## src/hw/rtl/bsc_pkg.sv

```systemverilog
// bsc_pkg: shared types and constants of the bit-serial convolution layer
// used by bsc_ctrl, bsc_datapath and bit_serial_conv_layer; no dependencies
package bsc_pkg;

	// item kinds on the input tuser
	localparam logic [1:0] MODE_NEURON = 2'd0;
	localparam logic [1:0] MODE_WEIGHT = 2'd1;
	localparam logic [1:0] MODE_START  = 2'd2;

	// configuration register indexes
	localparam int CFG_IDX_W  = 1;
	localparam int CFG_DATA_W = 5;
	localparam logic [CFG_IDX_W-1:0] CFG_NEURON_BITS = 1'b0;
	localparam logic [CFG_IDX_W-1:0] CFG_STRIDE      = 1'b1;

	// fixed field widths
	localparam int VALUE_W = 16;
	localparam int SUM_W   = 40;
	localparam int OUT_DATA_W = 48;

	// result cap per run
	localparam int MAX_RESULTS = 50;
	localparam int RES_CNT_W   = $clog2(MAX_RESULTS + 1);

	// command word from controller to datapath
	typedef struct packed {
		logic       start;
		logic       ld_neuron;
		logic       ld_weight;
		logic       tap;
		logic [3:0] bit_idx;
		logic       emit;
		logic       last;
		logic [2:0] out_x;
		logic [2:0] out_y;
		logic       out_f;
	} bsc_cmd_t;

endpackage

```

## src/hw/rtl/bsc_ctrl.sv

```systemverilog
// bsc_ctrl: controller of the bit-serial convolution layer; holds the
// configuration registers, the loop counters and the run state machine
// depends on bsc_pkg
module bsc_ctrl import bsc_pkg::*; #(
	parameter int IN_X     = 8,
	parameter int IN_Y     = 8,
	parameter int CHANNELS = 3,
	parameter int FILTERS  = 2,
	parameter int WIN_X    = 4,
	parameter int WIN_Y    = 4,
	localparam int IW  = (WIN_X > 1) ? $clog2(WIN_X) : 1,
	localparam int JW  = (WIN_Y > 1) ? $clog2(WIN_Y) : 1,
	localparam int KW  = (CHANNELS > 1) ? $clog2(CHANNELS) : 1,
	localparam int FW  = (FILTERS > 1) ? $clog2(FILTERS) : 1,
	localparam int PXW = $clog2(IN_X + 5),
	localparam int PYW = $clog2(IN_Y + 5)
) (
	input  logic                  clk,
	input  logic                  arst_n,
	input  logic                  cfg_valid,
	output logic                  cfg_ready,
	input  logic [CFG_IDX_W-1:0]  cfg_index,
	input  logic [CFG_DATA_W-1:0] cfg_data,
	input  logic                  in_valid,
	input  logic [1:0]            in_mode,
	output logic                  in_ready,
	input  logic                  out_free,
	output bsc_cmd_t              cmd,
	output logic [IW-1:0]         tap_i,
	output logic [JW-1:0]         tap_j,
	output logic [KW-1:0]         tap_k,
	output logic [FW-1:0]         tap_f,
	output logic [PXW-1:0]        corner_x,
	output logic [PYW-1:0]        corner_y
);

	localparam logic [1:0] ST_IDLE  = 2'd0;
	localparam logic [1:0] ST_RUN   = 2'd1;
	localparam logic [1:0] ST_DRAIN = 2'd2;
	localparam logic [1:0] ST_EMIT  = 2'd3;

	localparam bit HAS_OUT = (WIN_X <= IN_X) && (WIN_Y <= IN_Y);

	logic [1:0]           state_q;
	logic [4:0]           nbits_q;
	logic [2:0]           stride_q;
	logic [3:0]           b_q;
	logic [IW-1:0]        i_q;
	logic [JW-1:0]        j_q;
	logic [KW-1:0]        k_q;
	logic [FW-1:0]        f_q;
	logic [PXW-1:0]       cx_q, ox_q;
	logic [PYW-1:0]       cy_q, oy_q;
	logic [RES_CNT_W-1:0] n_q;

	logic [4:0] nb_eff;
	logic [2:0] st_eff;
	logic       accept, start_acc;
	logic       last_i, last_j, last_k, last_b, last_f, last_x, last_y, last_out;
	logic       do_emit;

	// effective settings
	assign nb_eff = (nbits_q > 5'd16) ? 5'd16 : nbits_q;
	assign st_eff = (stride_q == 3'd0) ? 3'd1 : stride_q;

	assign cfg_ready = 1'b1;
	assign in_ready  = (state_q == ST_IDLE);
	assign accept    = in_valid && in_ready;
	assign start_acc = accept && (in_mode == MODE_START);

	// loop ends
	assign last_i = (i_q == IW'(WIN_X - 1));
	assign last_j = (j_q == JW'(WIN_Y - 1));
	assign last_k = (k_q == KW'(CHANNELS - 1));
	assign last_b = ({1'b0, b_q} == nb_eff - 5'd1);
	assign last_f = (f_q == FW'(FILTERS - 1));
	assign last_x = (cx_q + PXW'(st_eff) + PXW'(WIN_X)) > PXW'(IN_X);
	assign last_y = (cy_q + PYW'(st_eff) + PYW'(WIN_Y)) > PYW'(IN_Y);
	assign last_out = (n_q == RES_CNT_W'(MAX_RESULTS - 1)) || (last_x && last_y && last_f);
	assign do_emit  = (state_q == ST_EMIT) && out_free;

	// configuration registers
	always_ff @(posedge clk or negedge arst_n) begin
		if (!arst_n) begin
			nbits_q  <= 5'd4;
			stride_q <= 3'd2;
		end else if (cfg_valid && cfg_ready) begin
			unique case (cfg_index)
				CFG_NEURON_BITS: nbits_q  <= cfg_data;
				CFG_STRIDE:      stride_q <= cfg_data[2:0];
				default: ;
			endcase
		end
	end

	// run state machine and loop counters
	always_ff @(posedge clk or negedge arst_n) begin
		if (!arst_n) begin
			state_q <= ST_IDLE;
			b_q  <= '0;
			i_q  <= '0;
			j_q  <= '0;
			k_q  <= '0;
			f_q  <= '0;
			cx_q <= '0;
			cy_q <= '0;
			ox_q <= '0;
			oy_q <= '0;
			n_q  <= '0;
		end else begin
			unique case (state_q)
				ST_IDLE: begin
					if (start_acc && HAS_OUT) begin
						b_q  <= '0;
						i_q  <= '0;
						j_q  <= '0;
						k_q  <= '0;
						f_q  <= '0;
						cx_q <= '0;
						cy_q <= '0;
						ox_q <= '0;
						oy_q <= '0;
						n_q  <= '0;
						state_q <= (nb_eff == 5'd0) ? ST_EMIT : ST_RUN;
					end
				end
				ST_RUN: begin
					// walk i, then j, then k, then bit
					if (!last_i) begin
						i_q <= i_q + 1'b1;
					end else begin
						i_q <= '0;
						if (!last_j) begin
							j_q <= j_q + 1'b1;
						end else begin
							j_q <= '0;
							if (!last_k) begin
								k_q <= k_q + 1'b1;
							end else begin
								k_q <= '0;
								if (!last_b) begin
									b_q <= b_q + 1'b1;
								end else begin
									b_q <= '0;
									state_q <= ST_DRAIN;
								end
							end
						end
					end
				end
				ST_DRAIN: begin
					state_q <= ST_EMIT;
				end
				ST_EMIT: begin
					if (out_free) begin
						n_q <= n_q + 1'b1;
						if (last_out) begin
							state_q <= ST_IDLE;
						end else begin
							state_q <= (nb_eff == 5'd0) ? ST_EMIT : ST_RUN;
							if (!last_f) begin
								f_q <= f_q + 1'b1;
							end else begin
								f_q <= '0;
								if (!last_y) begin
									cy_q <= cy_q + PYW'(st_eff);
									oy_q <= oy_q + 1'b1;
								end else begin
									cy_q <= '0;
									oy_q <= '0;
									cx_q <= cx_q + PXW'(st_eff);
									ox_q <= ox_q + 1'b1;
								end
							end
						end
					end
				end
				default: state_q <= ST_IDLE;
			endcase
		end
	end

	// commands to the datapath
	always_comb begin
		cmd           = '0;
		cmd.start     = start_acc;
		cmd.ld_neuron = accept && (in_mode == MODE_NEURON);
		cmd.ld_weight = accept && (in_mode == MODE_WEIGHT);
		cmd.tap       = (state_q == ST_RUN);
		cmd.bit_idx   = b_q;
		cmd.emit      = do_emit;
		cmd.last      = last_out;
		cmd.out_x     = ox_q[2:0];
		cmd.out_y     = oy_q[2:0];
		cmd.out_f     = f_q[0];
	end

	assign tap_i    = i_q;
	assign tap_j    = j_q;
	assign tap_k    = k_q;
	assign tap_f    = f_q;
	assign corner_x = cx_q;
	assign corner_y = cy_q;

	// a result is only pushed into a free output register
	a_emit_free: assert property (@(posedge clk) disable iff (!arst_n)
		cmd.emit |-> out_free)
		else $error("emit while output register busy");

	// no input word is taken while taps are issued
	a_tap_no_accept: assert property (@(posedge clk) disable iff (!arst_n)
		cmd.tap |-> !(cmd.ld_neuron || cmd.ld_weight || cmd.start))
		else $error("input accepted during a run");

endmodule

```

## src/hw/rtl/bsc_datapath.sv

```systemverilog
// bsc_datapath: neuron and weight memories, load pointers, bit-serial
// accumulator and output register of the convolution layer
// depends on bsc_pkg
module bsc_datapath import bsc_pkg::*; #(
	parameter int IN_X     = 8,
	parameter int IN_Y     = 8,
	parameter int CHANNELS = 3,
	parameter int FILTERS  = 2,
	parameter int WIN_X    = 4,
	parameter int WIN_Y    = 4,
	localparam int IW  = (WIN_X > 1) ? $clog2(WIN_X) : 1,
	localparam int JW  = (WIN_Y > 1) ? $clog2(WIN_Y) : 1,
	localparam int KW  = (CHANNELS > 1) ? $clog2(CHANNELS) : 1,
	localparam int FW  = (FILTERS > 1) ? $clog2(FILTERS) : 1,
	localparam int PXW = $clog2(IN_X + 5),
	localparam int PYW = $clog2(IN_Y + 5)
) (
	input  logic                  clk,
	input  logic                  arst_n,
	input  bsc_cmd_t              cmd,
	input  logic [IW-1:0]         tap_i,
	input  logic [JW-1:0]         tap_j,
	input  logic [KW-1:0]         tap_k,
	input  logic [FW-1:0]         tap_f,
	input  logic [PXW-1:0]        corner_x,
	input  logic [PYW-1:0]        corner_y,
	input  logic [VALUE_W-1:0]    value,
	output logic                  out_free,
	output logic                  out_valid,
	input  logic                  out_ready,
	output logic [OUT_DATA_W-1:0] out_data,
	output logic                  out_last
);

	localparam int N_DEPTH = IN_X * IN_Y * CHANNELS;
	localparam int W_DEPTH = FILTERS * CHANNELS * WIN_Y * WIN_X;
	localparam int NAW = (N_DEPTH > 1) ? $clog2(N_DEPTH) : 1;
	localparam int WAW = (W_DEPTH > 1) ? $clog2(W_DEPTH) : 1;
	localparam int NCW = $clog2(N_DEPTH + 1);
	localparam int WCW = $clog2(W_DEPTH + 1);

	logic [VALUE_W-1:0] nmem [N_DEPTH];
	logic [VALUE_W-1:0] wmem [W_DEPTH];

	logic [NCW-1:0]     nptr_q;
	logic [WCW-1:0]     wptr_q;
	logic [NAW-1:0]     n_row, n_addr;
	logic [WAW-1:0]     w_row, w_addr;
	logic [VALUE_W-1:0] n_rd_s1, w_rd_s1;
	logic [3:0]         b_s1;
	logic               tap_s1;
	logic [SUM_W-1:0]   acc_q, addend;
	logic               out_valid_q;
	logic [OUT_DATA_W-1:0] out_data_q;
	logic               out_last_q;

	// read addresses for the current tap
	assign n_row  = NAW'(tap_k) * NAW'(IN_Y) + NAW'(corner_y) + NAW'(tap_j);
	assign n_addr = n_row * NAW'(IN_X) + NAW'(corner_x) + NAW'(tap_i);
	assign w_row  = (WAW'(tap_f) * WAW'(CHANNELS) + WAW'(tap_k)) * WAW'(WIN_Y) + WAW'(tap_j);
	assign w_addr = w_row * WAW'(WIN_X) + WAW'(tap_i);

	// load pointers, cleared by a start
	always_ff @(posedge clk or negedge arst_n) begin
		if (!arst_n) begin
			nptr_q <= '0;
			wptr_q <= '0;
		end else if (cmd.start) begin
			nptr_q <= '0;
			wptr_q <= '0;
		end else begin
			if (cmd.ld_neuron && (nptr_q < NCW'(N_DEPTH)))
				nptr_q <= nptr_q + 1'b1;
			if (cmd.ld_weight && (wptr_q < WCW'(W_DEPTH)))
				wptr_q <= wptr_q + 1'b1;
		end
	end

	// memory writes and registered reads
	always_ff @(posedge clk) begin
		if (cmd.ld_neuron && (nptr_q < NCW'(N_DEPTH)))
			nmem[nptr_q[NAW-1:0]] <= value;
		if (cmd.ld_weight && (wptr_q < WCW'(W_DEPTH)))
			wmem[wptr_q[WAW-1:0]] <= value;
		n_rd_s1 <= nmem[n_addr];
		w_rd_s1 <= wmem[w_addr];
		b_s1    <= cmd.bit_idx;
	end

	always_ff @(posedge clk or negedge arst_n) begin
		if (!arst_n)
			tap_s1 <= 1'b0;
		else
			tap_s1 <= cmd.tap;
	end

	// weight scaled by the bit weight
	assign addend = {{(SUM_W - VALUE_W){w_rd_s1[VALUE_W-1]}}, w_rd_s1} << b_s1;

	// accumulator, cleared at run start and after each result
	always_ff @(posedge clk) begin
		if (cmd.start || cmd.emit)
			acc_q <= '0;
		else if (tap_s1 && n_rd_s1[b_s1])
			acc_q <= acc_q + addend;
	end

	// output register
	assign out_free = !out_valid_q || out_ready;

	always_ff @(posedge clk or negedge arst_n) begin
		if (!arst_n)
			out_valid_q <= 1'b0;
		else if (cmd.emit)
			out_valid_q <= 1'b1;
		else if (out_ready)
			out_valid_q <= 1'b0;
	end

	always_ff @(posedge clk) begin
		if (cmd.emit) begin
			out_data_q <= {1'b0, cmd.out_f, cmd.out_y, cmd.out_x, acc_q};
			out_last_q <= cmd.last;
		end
	end

	assign out_valid = out_valid_q;
	assign out_data  = out_data_q;
	assign out_last  = out_last_q;

	// the final tap must be summed before its result is taken
	a_no_emit_in_flight: assert property (@(posedge clk) disable iff (!arst_n)
		cmd.emit |-> !tap_s1)
		else $error("result emitted with a tap still in flight");

	// a full neuron store ignores further loads
	a_nptr_hold_full: assert property (@(posedge clk) disable iff (!arst_n)
		(cmd.ld_neuron && (nptr_q == NCW'(N_DEPTH))) |=> (nptr_q == $past(nptr_q)))
		else $error("neuron pointer moved past full store");

endmodule

```

## src/hw/rtl/bit_serial_conv_layer.sv

```systemverilog
// bit_serial_conv_layer: top level of the bit-serial convolution layer
// depends on bsc_pkg, bsc_ctrl and bsc_datapath
//
//  channel  dir  handshake                     contents
//  s_axis   in   s_axis_tvalid/s_axis_tready   tdata: value; tuser: mode
//  m_axis   out  m_axis_tvalid/m_axis_tready   tdata: sum, x, y, filter; tlast
//  cfg      in   cfg_valid/cfg_ready           cfg_index, cfg_data
//
// a start word runs the outputs in turn, at most MAX_RESULTS of them;
// each output walks neuron_bits * CHANNELS * WIN_Y * WIN_X window taps
// (one window tap per cycle through each memory's single read port), then
// drains and emits; with neuron_bits zero it only emits
// input is taken only while no run is active; the output register lets a
// finished word wait while the next output proceeds up to its emit
// arst_n clears control state; memory contents are unknown until loaded
module bit_serial_conv_layer import bsc_pkg::*; #(
	parameter int IN_X     = 8,
	parameter int IN_Y     = 8,
	parameter int CHANNELS = 3,
	parameter int FILTERS  = 2,
	parameter int WIN_X    = 4,
	parameter int WIN_Y    = 4
) (
	input  logic                  clk,
	input  logic                  arst_n,
	input  logic                  s_axis_tvalid,
	output logic                  s_axis_tready,
	input  logic [15:0]           s_axis_tdata,  // [15:0] value
	input  logic [1:0]            s_axis_tuser,  // [1:0] mode
	output logic                  m_axis_tvalid,
	input  logic                  m_axis_tready,
	output logic [OUT_DATA_W-1:0] m_axis_tdata,  // [39:0] sum, [42:40] out_x,
	                                             // [45:43] out_y, [46] filter_index
	output logic                  m_axis_tlast,
	input  logic                  cfg_valid,
	output logic                  cfg_ready,
	input  logic [CFG_IDX_W-1:0]  cfg_index,
	input  logic [CFG_DATA_W-1:0] cfg_data
);

	localparam int IW  = (WIN_X > 1) ? $clog2(WIN_X) : 1;
	localparam int JW  = (WIN_Y > 1) ? $clog2(WIN_Y) : 1;
	localparam int KW  = (CHANNELS > 1) ? $clog2(CHANNELS) : 1;
	localparam int FW  = (FILTERS > 1) ? $clog2(FILTERS) : 1;
	localparam int PXW = $clog2(IN_X + 5);
	localparam int PYW = $clog2(IN_Y + 5);

	bsc_cmd_t       cmd;
	logic [IW-1:0]  tap_i;
	logic [JW-1:0]  tap_j;
	logic [KW-1:0]  tap_k;
	logic [FW-1:0]  tap_f;
	logic [PXW-1:0] corner_x;
	logic [PYW-1:0] corner_y;
	logic           out_free;

	// controller
	bsc_ctrl #(
		.IN_X(IN_X), .IN_Y(IN_Y), .CHANNELS(CHANNELS),
		.FILTERS(FILTERS), .WIN_X(WIN_X), .WIN_Y(WIN_Y)
	) u_ctrl (
		.clk      (clk),
		.arst_n   (arst_n),
		.cfg_valid(cfg_valid),
		.cfg_ready(cfg_ready),
		.cfg_index(cfg_index),
		.cfg_data (cfg_data),
		.in_valid (s_axis_tvalid),
		.in_mode  (s_axis_tuser),
		.in_ready (s_axis_tready),
		.out_free (out_free),
		.cmd      (cmd),
		.tap_i    (tap_i),
		.tap_j    (tap_j),
		.tap_k    (tap_k),
		.tap_f    (tap_f),
		.corner_x (corner_x),
		.corner_y (corner_y)
	);

	// datapath
	bsc_datapath #(
		.IN_X(IN_X), .IN_Y(IN_Y), .CHANNELS(CHANNELS),
		.FILTERS(FILTERS), .WIN_X(WIN_X), .WIN_Y(WIN_Y)
	) u_datapath (
		.clk      (clk),
		.arst_n   (arst_n),
		.cmd      (cmd),
		.tap_i    (tap_i),
		.tap_j    (tap_j),
		.tap_k    (tap_k),
		.tap_f    (tap_f),
		.corner_x (corner_x),
		.corner_y (corner_y),
		.value    (s_axis_tdata),
		.out_free (out_free),
		.out_valid(m_axis_tvalid),
		.out_ready(m_axis_tready),
		.out_data (m_axis_tdata),
		.out_last (m_axis_tlast)
	);

endmodule
```

## config.mk

```make
export PLATFORM = sky130hd
export DESIGN_NAME = bit_serial_conv_layer
export DESIGN_NICKNAME = d
export VERILOG_FILES = /design/src/hw/rtl/bsc_pkg.sv /design/src/hw/rtl/bsc_ctrl.sv /design/src/hw/rtl/bsc_datapath.sv /design/src/hw/rtl/bit_serial_conv_layer.sv
export SDC_FILE = /design/constraint.sdc
export NUM_CORES = 2
export LEC_CHECK = 0
export ABC_CLOCK_PERIOD_IN_PS = 7100
export BUFFER_PORTS_ARGS = -buffer_cell sky130_fd_sc_hd__buf_2
export CAP_MARGIN = 20
export CELL_PAD_IN_SITES_DETAIL_PLACEMENT = 1
export CELL_PAD_IN_SITES_GLOBAL_PLACEMENT = 2
export CORE_ASPECT_RATIO = 1.75
export CORE_MARGIN = 1
export CORE_UTILIZATION = 55
export CTS_CLUSTER_DIAMETER = 150
export CTS_CLUSTER_SIZE = 40
export DETAILED_ROUTE_END_ITERATION = 8
export GPL_TIMING_DRIVEN = 0
export PLACE_DENSITY = 0.87
export SYNTH_ARGS = -nofsm -noshare
export SYNTH_HDL_FRONTEND = slang
export SYNTH_MEMORY_MAX_BITS = 65536
export SYNTH_SLANG_ARGS = --single-unit
export TNS_END_PERCENT = 50
```

## constraint.sdc

```tcl
create_clock -name clk -period 7.1 [get_ports clk]
set_clock_uncertainty 0.05 [all_clocks]
set_input_delay 1.065 -clock clk [delete_from_list [all_inputs] [get_ports clk]]
set_output_delay 1.065 -clock clk [all_outputs]
set_load 0.01 [all_outputs]
```

After elaboration in Yosys (flattened, before gate mapping)
Memories as Yosys holds them, arrays and structs flattened. A register that Yosys moved wholly into a read port is not among the register bits.
Cells that the tools add are included.
{"block": "totals", "ff_bits": 152, "mem_bits_rw": 4608, "inputBits": 29, "out_inout_bits": 52, "elab_cells": 175, "mem_count": 2}
{"block": "op_classes", "n_addsub": 23, "mul": 1, "order_cmp": 6, "n_eq_ne": 19, "shift": 1, "muxes": 67, "bitwise": 1, "n_reduce_logical": 34}
{"memory": "u_datapath.nmem", "depth": 192, "word_bits": 16, "read_ports": 1, "rd_ports_with_merged_regs": 1, "write_ports": 1, "line": "bsc_datapath.sv:42", "source": "logic [VALUE_W-1:0] nmem [N_DEPTH];"}
{"memory": "u_datapath.wmem", "depth": 96, "word_bits": 16, "read_ports": 1, "rd_ports_with_merged_regs": 1, "write_ports": 1, "line": "bsc_datapath.sv:43", "source": "logic [VALUE_W-1:0] wmem [W_DEPTH];"}
{"op": "two-way mux 4 bit", "count": 21}
{"op": "adder 40 bit", "count": 1}
{"op": "case mux 4 bit (2 select lines)", "count": 5}
{"op": "left shift 40 x 4 -> 40 bit", "count": 1}
{"op": "two-way mux 2 bit", "count": 15}
{"op": "two-way mux 8 bit", "count": 2}
{"op": "two-way mux 7 bit", "count": 2}
{"op": "adder 4 x 1 -> 4 bit (second input constant)", "count": 3}
{"op": "equality test 2 bit (second input constant)", "count": 6}
{"op": "two-way mux 6 bit", "count": 2}
{"op": "!= test 2 bit (second input constant)", "count": 6}
{"op": "case mux 2 bit (2 select lines)", "count": 3}
{"op": "case mux 6 bit (2 select lines)", "count": 1}
{"op": "AND reduction 6 bit", "count": 2}
{"op": "two-way mux 1 bit", "count": 11}
{"op": "adder 5 x 2 -> 5 bit", "count": 2}
{"op": "logical AND 1 bit", "count": 10}
{"op": "AND reduction 5 bit", "count": 2}
{"op": "nonzero test 2 bit", "count": 5}
{"op": "adder 4 x 3 -> 4 bit", "count": 2}
{"op": "adder 4 x 3 -> 4 bit (second input constant)", "count": 2}
{"op": "adder 8 x 1 -> 8 bit (second input constant)", "count": 1}
{"op": "adder 8 x 2 -> 8 bit", "count": 1}
{"op": "adder 8 x 4 -> 8 bit", "count": 1}
{"op": "other kinds (32)", "count": 45}

Depth between registers and ports, before layout
{"block": "logic_depth", "ltp_word": 11, "mapped_depth": 19, "ltp_nobuf": 16}

By module
A second synthesis with hierarchy kept.
{"block": "unflattened", "hier_cells": 8096, "hier_area_um2": 186284.9}
{"module": "bsc_datapath", "instances": 1, "cells_each": 7854, "area_per_inst_um2": 183803.8, "seq_area_each_um2": 141761.0}
{"module": "bsc_ctrl", "instances": 1, "cells_each": 242, "area_per_inst_um2": 2481.1, "seq_area_each_um2": 1028.5}

Least setup slack after synthesis
No wires, ideal clock.
{"block": "synth_path", "path_kind": "register to register", "start": "register u_datapath.b_s1[1]", "end": "register u_datapath.acc_q[37]", "setup_ns": 0.117, "arrival_ns": 3.675, "t_required_ns": 6.933, "path_slack_ns": 3.258, "path_stages_with_launch": 19, "path_buffers": 3, "period_less_slack_ns": 3.842, "cell_sequence": "dfxtp_1 -> clkbuf_1 -> buf_1 -> mux2i_1 -> nor2_1 -> a31oi_1 -> nor2_1 -> a21oi_1 -> mux2i_1 -> ha_1 -> clkbuf_1 -> a21oi_1 -> o21ai_0 -> or3_1 -> o21ai_0 -> o31ai_1 -> nand2_1 -> mux2i_1 -> nand2_1"}
{"block": "synth_via", "elab_chain_cells": 3, "elab_cells_between_ends": 5, "cone_classes": "1 x add/sub; 1 x shift; 2 x mux; 1 x reduce/logical"}
{"element": "start: declaration", "line": "bsc_datapath.sv:50", "source": "logic [3:0] b_s1;"}
{"element": "start signal: assignment", "line": "bsc_datapath.sv:87", "source": "b_s1 <= cmd.bit_idx;"}
{"element": "parallel branches: the longest is 3 deep, another holds adder 40 bit"}
{"element": "end signal: assignment", "line": "bsc_datapath.sv:105", "source": "acc_q <= acc_q + addend;"}
{"element": "end: declaration", "line": "bsc_datapath.sv:52", "source": "logic [SUM_W-1:0] acc_q, addend;"}
Parallel ways; which one is timed is not known. The select of a mux whose other input is x is not followed.
A chain may end at the register's enable or synchronous reset.

Worst setup path after layout
{"block": "layout_path", "start": "register u_ctrl.j_q[0] (netlist: u_ctrl.tap_j[0])", "end": "register u_datapath.n_rd_s1[8] (read register of u_datapath.nmem)"}
{"block": "layout_via", "elab_chain_cells": 3}
{"element": "start: declaration", "line": "bsc_ctrl.sv:49", "source": "logic [JW-1:0] j_q;"}
{"element": "start signal: assignment", "line": "bsc_ctrl.sv:134", "source": "j_q <= j_q + 1'b1;"}
{"element": "adder 5 x 2 -> 5 bit", "line": "bsc_datapath.sv:58", "source": "assign n_row = NAW'(tap_k) * NAW'(IN_Y) + NAW'(corner_y) + NAW'(tap_j);"}
{"element": "adder 8 x 4 -> 8 bit", "line": "bsc_datapath.sv:59", "source": "assign n_addr = n_row * NAW'(IN_X) + NAW'(corner_x) + NAW'(tap_i);"}
{"element": "adder 8 x 2 -> 8 bit", "line": "bsc_datapath.sv:59"}
{"element": "end: declaration", "line": "bsc_datapath.sv:49", "source": "logic [VALUE_W-1:0] n_rd_s1, w_rd_s1;"}
No other way between the ends.

==> impl_metrics.ini <==
[clocking]
cts_resized = 0
clkTransAtPathRegs_ns = 0.14
clk_latency_ns = 0.95
htreeDepth = 4
clock_path_buffers = 4
cts_root_buf = clkbuf_16
cts_tree = yes
cts.sinks = 4790
cts_setup_buffers = 0
numCtsBuffers = 145

[global_route]
overflow = 0
use_met2 = 0.5645
grt.busiest_layer = met2
grt_pass1_wl_mm = 759.6
grt_util_met3 = 0.05000
grt_pass1_vias = 95480
grt_antenna_before_repair = 20
grt_start_max_net_pins = 173
grt_use_total = 0.3257
grt_use_met1 = 0.3528

[timing]
finalHoldViolCount = 0
worst_pin_slew_ns = 1.242
final_max_slew_viol_count = 0
post-route-min-period_ns = 6.029
post-route-period-util = 0.8492
setup_tns_ns = 0
fmax_ghz = 0.1659
rsz0062_at_grt = no
relSlewSlack = 0.1683
final-setup-viol-count = 0

[synth]
yosysSeqAreaShare = 0.7658
async_flop_share = 0.01211
synth.largest_area_cell = edfxtp_1
yosys-top-cells-area = edfxtp_1 (75%), mux4_2 (18%), nor2_1 (0.88%)
yosys-top-cells-count = edfxtp_1 (4656), mux4_2 (1464), nor2_1 (436)
synth.distinct_cells = 60
syn-mean-instance-area_sq_um = 22.53
synth.top_cell.area_share = 0.7498
synthFlopType = edfxtp_1
ys_seq_elements = 4790
syn-cell-area_sq_um = 186500
yosys_warnings = 0
synth_edf_count = 4656
synthesis.nets = 8383
synth.most_common_cell = edfxtp_1
syn_inst = 8277

[flow_run]
drv_cap = 0

[routing]
vias = 91470
antenna_violating_nets_post_route = 0
drt_wl_total_mm = 552.2
wire_per_inst_um = 41.49
firstDrtPassIters = 8
drt_iter0_drc = 11920
drc_errors = 0
vias_per_cell = 6.873

[floorplanning]
core_area_sq_um = 337300
die_h_um = 772.3
die-width_um = 442.1
dieArea_sq_um = 341400
initial_utilization = 0.5528
io_pins = 81
rows = 282

[critical_path]
cp.arrival_ns = 6.81
cp-end-kind = flop
critPathRequiredTime_ns = 7.88
ff2ff_path_depth = 12
r2r_start = u_ctrl.tap_j[0]
reg2reg_to = u_datapath.n_rd_s1[8]
path_class = flop to flop
crit_fanout = 11
cp-start-kind = flop
r2r_slack_ns = 1.07

[placement]
dpl.hpwl_mm = 392.9
portBuffers = 78
post-place-cells = 13090
gp_congestion = 1.017

[worst_hold_path]
hold_path_depth = 1
worstHoldEndpoint = u_datapath.nmem[103][10]
hp-class = primary input to flop
min-delay-start = s_axis_tdata[10]

[power_and_ir_drop]
power_leakage_nw = 61.82
peakVddDrop_uv = 368.1
power.density_nw_per_um2 = 424.9

[cells_and_area]
finalNetCount = 8952
instances_no_fill = 13310
drive_gt1_frac = 0.2806
fillCellCount = 27480
syn2layout_area_growth_pct = 8.772

[run_status]
outcome = complete, no violations
-- critical path, cell delays in order, from the launching register on --
cell	delay (ns)
dfrtp_1	0.46
ha_1	0.33
ha_1	0.35
a31oi_1	0.38
xnor2_2	0.17
buf_8	0.21
buf_2	0.58
buf_2	0.66
buf_2	0.47
clkbuf_1	0.93
a31oi_1	0.54
nor2_1	0.68
a31oi_1	0.11
-- kinds of logic after synthesis --
family | after synthesis | share of synthesized area
AOI/OAI and AO/OA | 360 | 0.01205
xor gates and xnor gates | 61 | 0.002865
adders and majority gates | 79 | 0.005435
buffers and inverters | 482 | 0.01118
DFF | 4790 | 0.7658
muxes | 1541 | 0.1811
other | 2 | 0.00004028
and+or+nand+nor | 962 | 0.02156
-- worst max-delay path by stage --
stage                       start  slack (ns)                      to
6_report          u_ctrl.tap_j[0]        1.07   u_datapath.n_rd_s1[8]
3_3_place_gp      u_ctrl.tap_j[0]        0.66  u_datapath.n_rd_s1[14]
5_1_grt           u_ctrl.tap_j[0]        1.22   u_datapath.n_rd_s1[8]
3_5_place_dp   u_datapath.b_s1[1]        1.21    u_datapath.acc_q[37]
2_1_floorplan  u_datapath.b_s1[1]        3.26    u_datapath.acc_q[37]
4_1_cts        u_datapath.b_s1[1]        1.15    u_datapath.acc_q[37]
-- repair_timing --
item                       CTS  global route
setup endpoints to repair    0             0
hold buffers                 1             0
hold endpoints to repair     7             0
-- routing by layer --
layer | routed length [um] | vias up
met4 | 56560 | 6
met3 | 40110 | 1503
met2 | 284500 | 5405
li1 | - | 35620
met5 | 34 | -
met1 | 171000 | 48930
-- registers in the layout (all words and copies together) (netlist names), 3 cells and up --
name	cells
u_ctrl.b_q	4
u_ctrl.corner_x	4
u_ctrl.corner_y	4
u_ctrl.n_q	6
u_ctrl.nbits_q	5
u_ctrl.ox_q	3
u_ctrl.oy_q	3
u_ctrl.stride_q	3
u_datapath.acc_q	40
u_datapath.b_s1	4
u_datapath.n_rd_s1	16
u_datapath.nmem	3072
u_datapath.nptr_q	8
u_datapath.out_data	47
u_datapath.w_rd_s1	16
u_datapath.wmem	1536
u_datapath.wptr_q	7
-- cell type report --
type	instances	area, sq um	area share
inverter	25	93.84	0.0004627
tap	4402	5508	0.02716
sequential	4790	142800	0.7040
buffer	457	2021	0.009963
clock inverter	3	36.28	0.0001789
antenna	17	42.54	0.0002097
clock buffer	187	3892	0.01919
timing repair buffer	422	6188	0.03051
multi-input combinational	3005	42250	0.2083
-- power by group --
| part | leakage, nW | switching [mW] | total (mW) | internal (mW) |
|---|---|---|---|---|
| Sequential | 43.3 | 0.342 | 31.8 | 31.4 |
| Combinational | 16.7 | 25.7 | 42.6 | 17.0 |
| Clock | 1.91 | 7.84 | 11.8 | 3.95 |
-- metrics by stage --
step / worst slack, ns / instance area (sq um) / hold slack [ns] / util / total power [mW]
2_1_floorplan: 3.258 / 186500 / 0.3755 / - / 56.24
3_3_place_gp: 0.6557 / 192400 / 0.4049 / 0.5703 / 72.33
3_5_place_dp: 1.207 / 198700 / 0.4105 / 0.5890 / 73.93
4_1_cts: 1.150 / 202600 / 0.2310 / 0.6007 / 85.37
5_1_grt: 1.224 / 202800 / 0.2721 / 0.6012 / 87.50
6_report: 1.071 / 202800 / 0.2890 / 0.6013 / 86.17
-- cell usage in the layout (no fill, tap or decap), types with 32 or more instances in the layout --
master	instances
buf_16	67
clkbuf_16	150
nor2_1	195
nand3_1	80
edfxtp_1	4656
buf_6	38
o21ai_0	59
nand2_1	314
buf_4	47
buf_8	227
clkbuf_1	276
a31oi_1	32
mux4_2	1464
ha_1	73
dfxtp_1	76
buf_2	199
a21oi_1	121
nor2_2	240
mux2i_1	59
dfrtp_1	56
buf_1	38
Power figures use the tool's default switching activity.
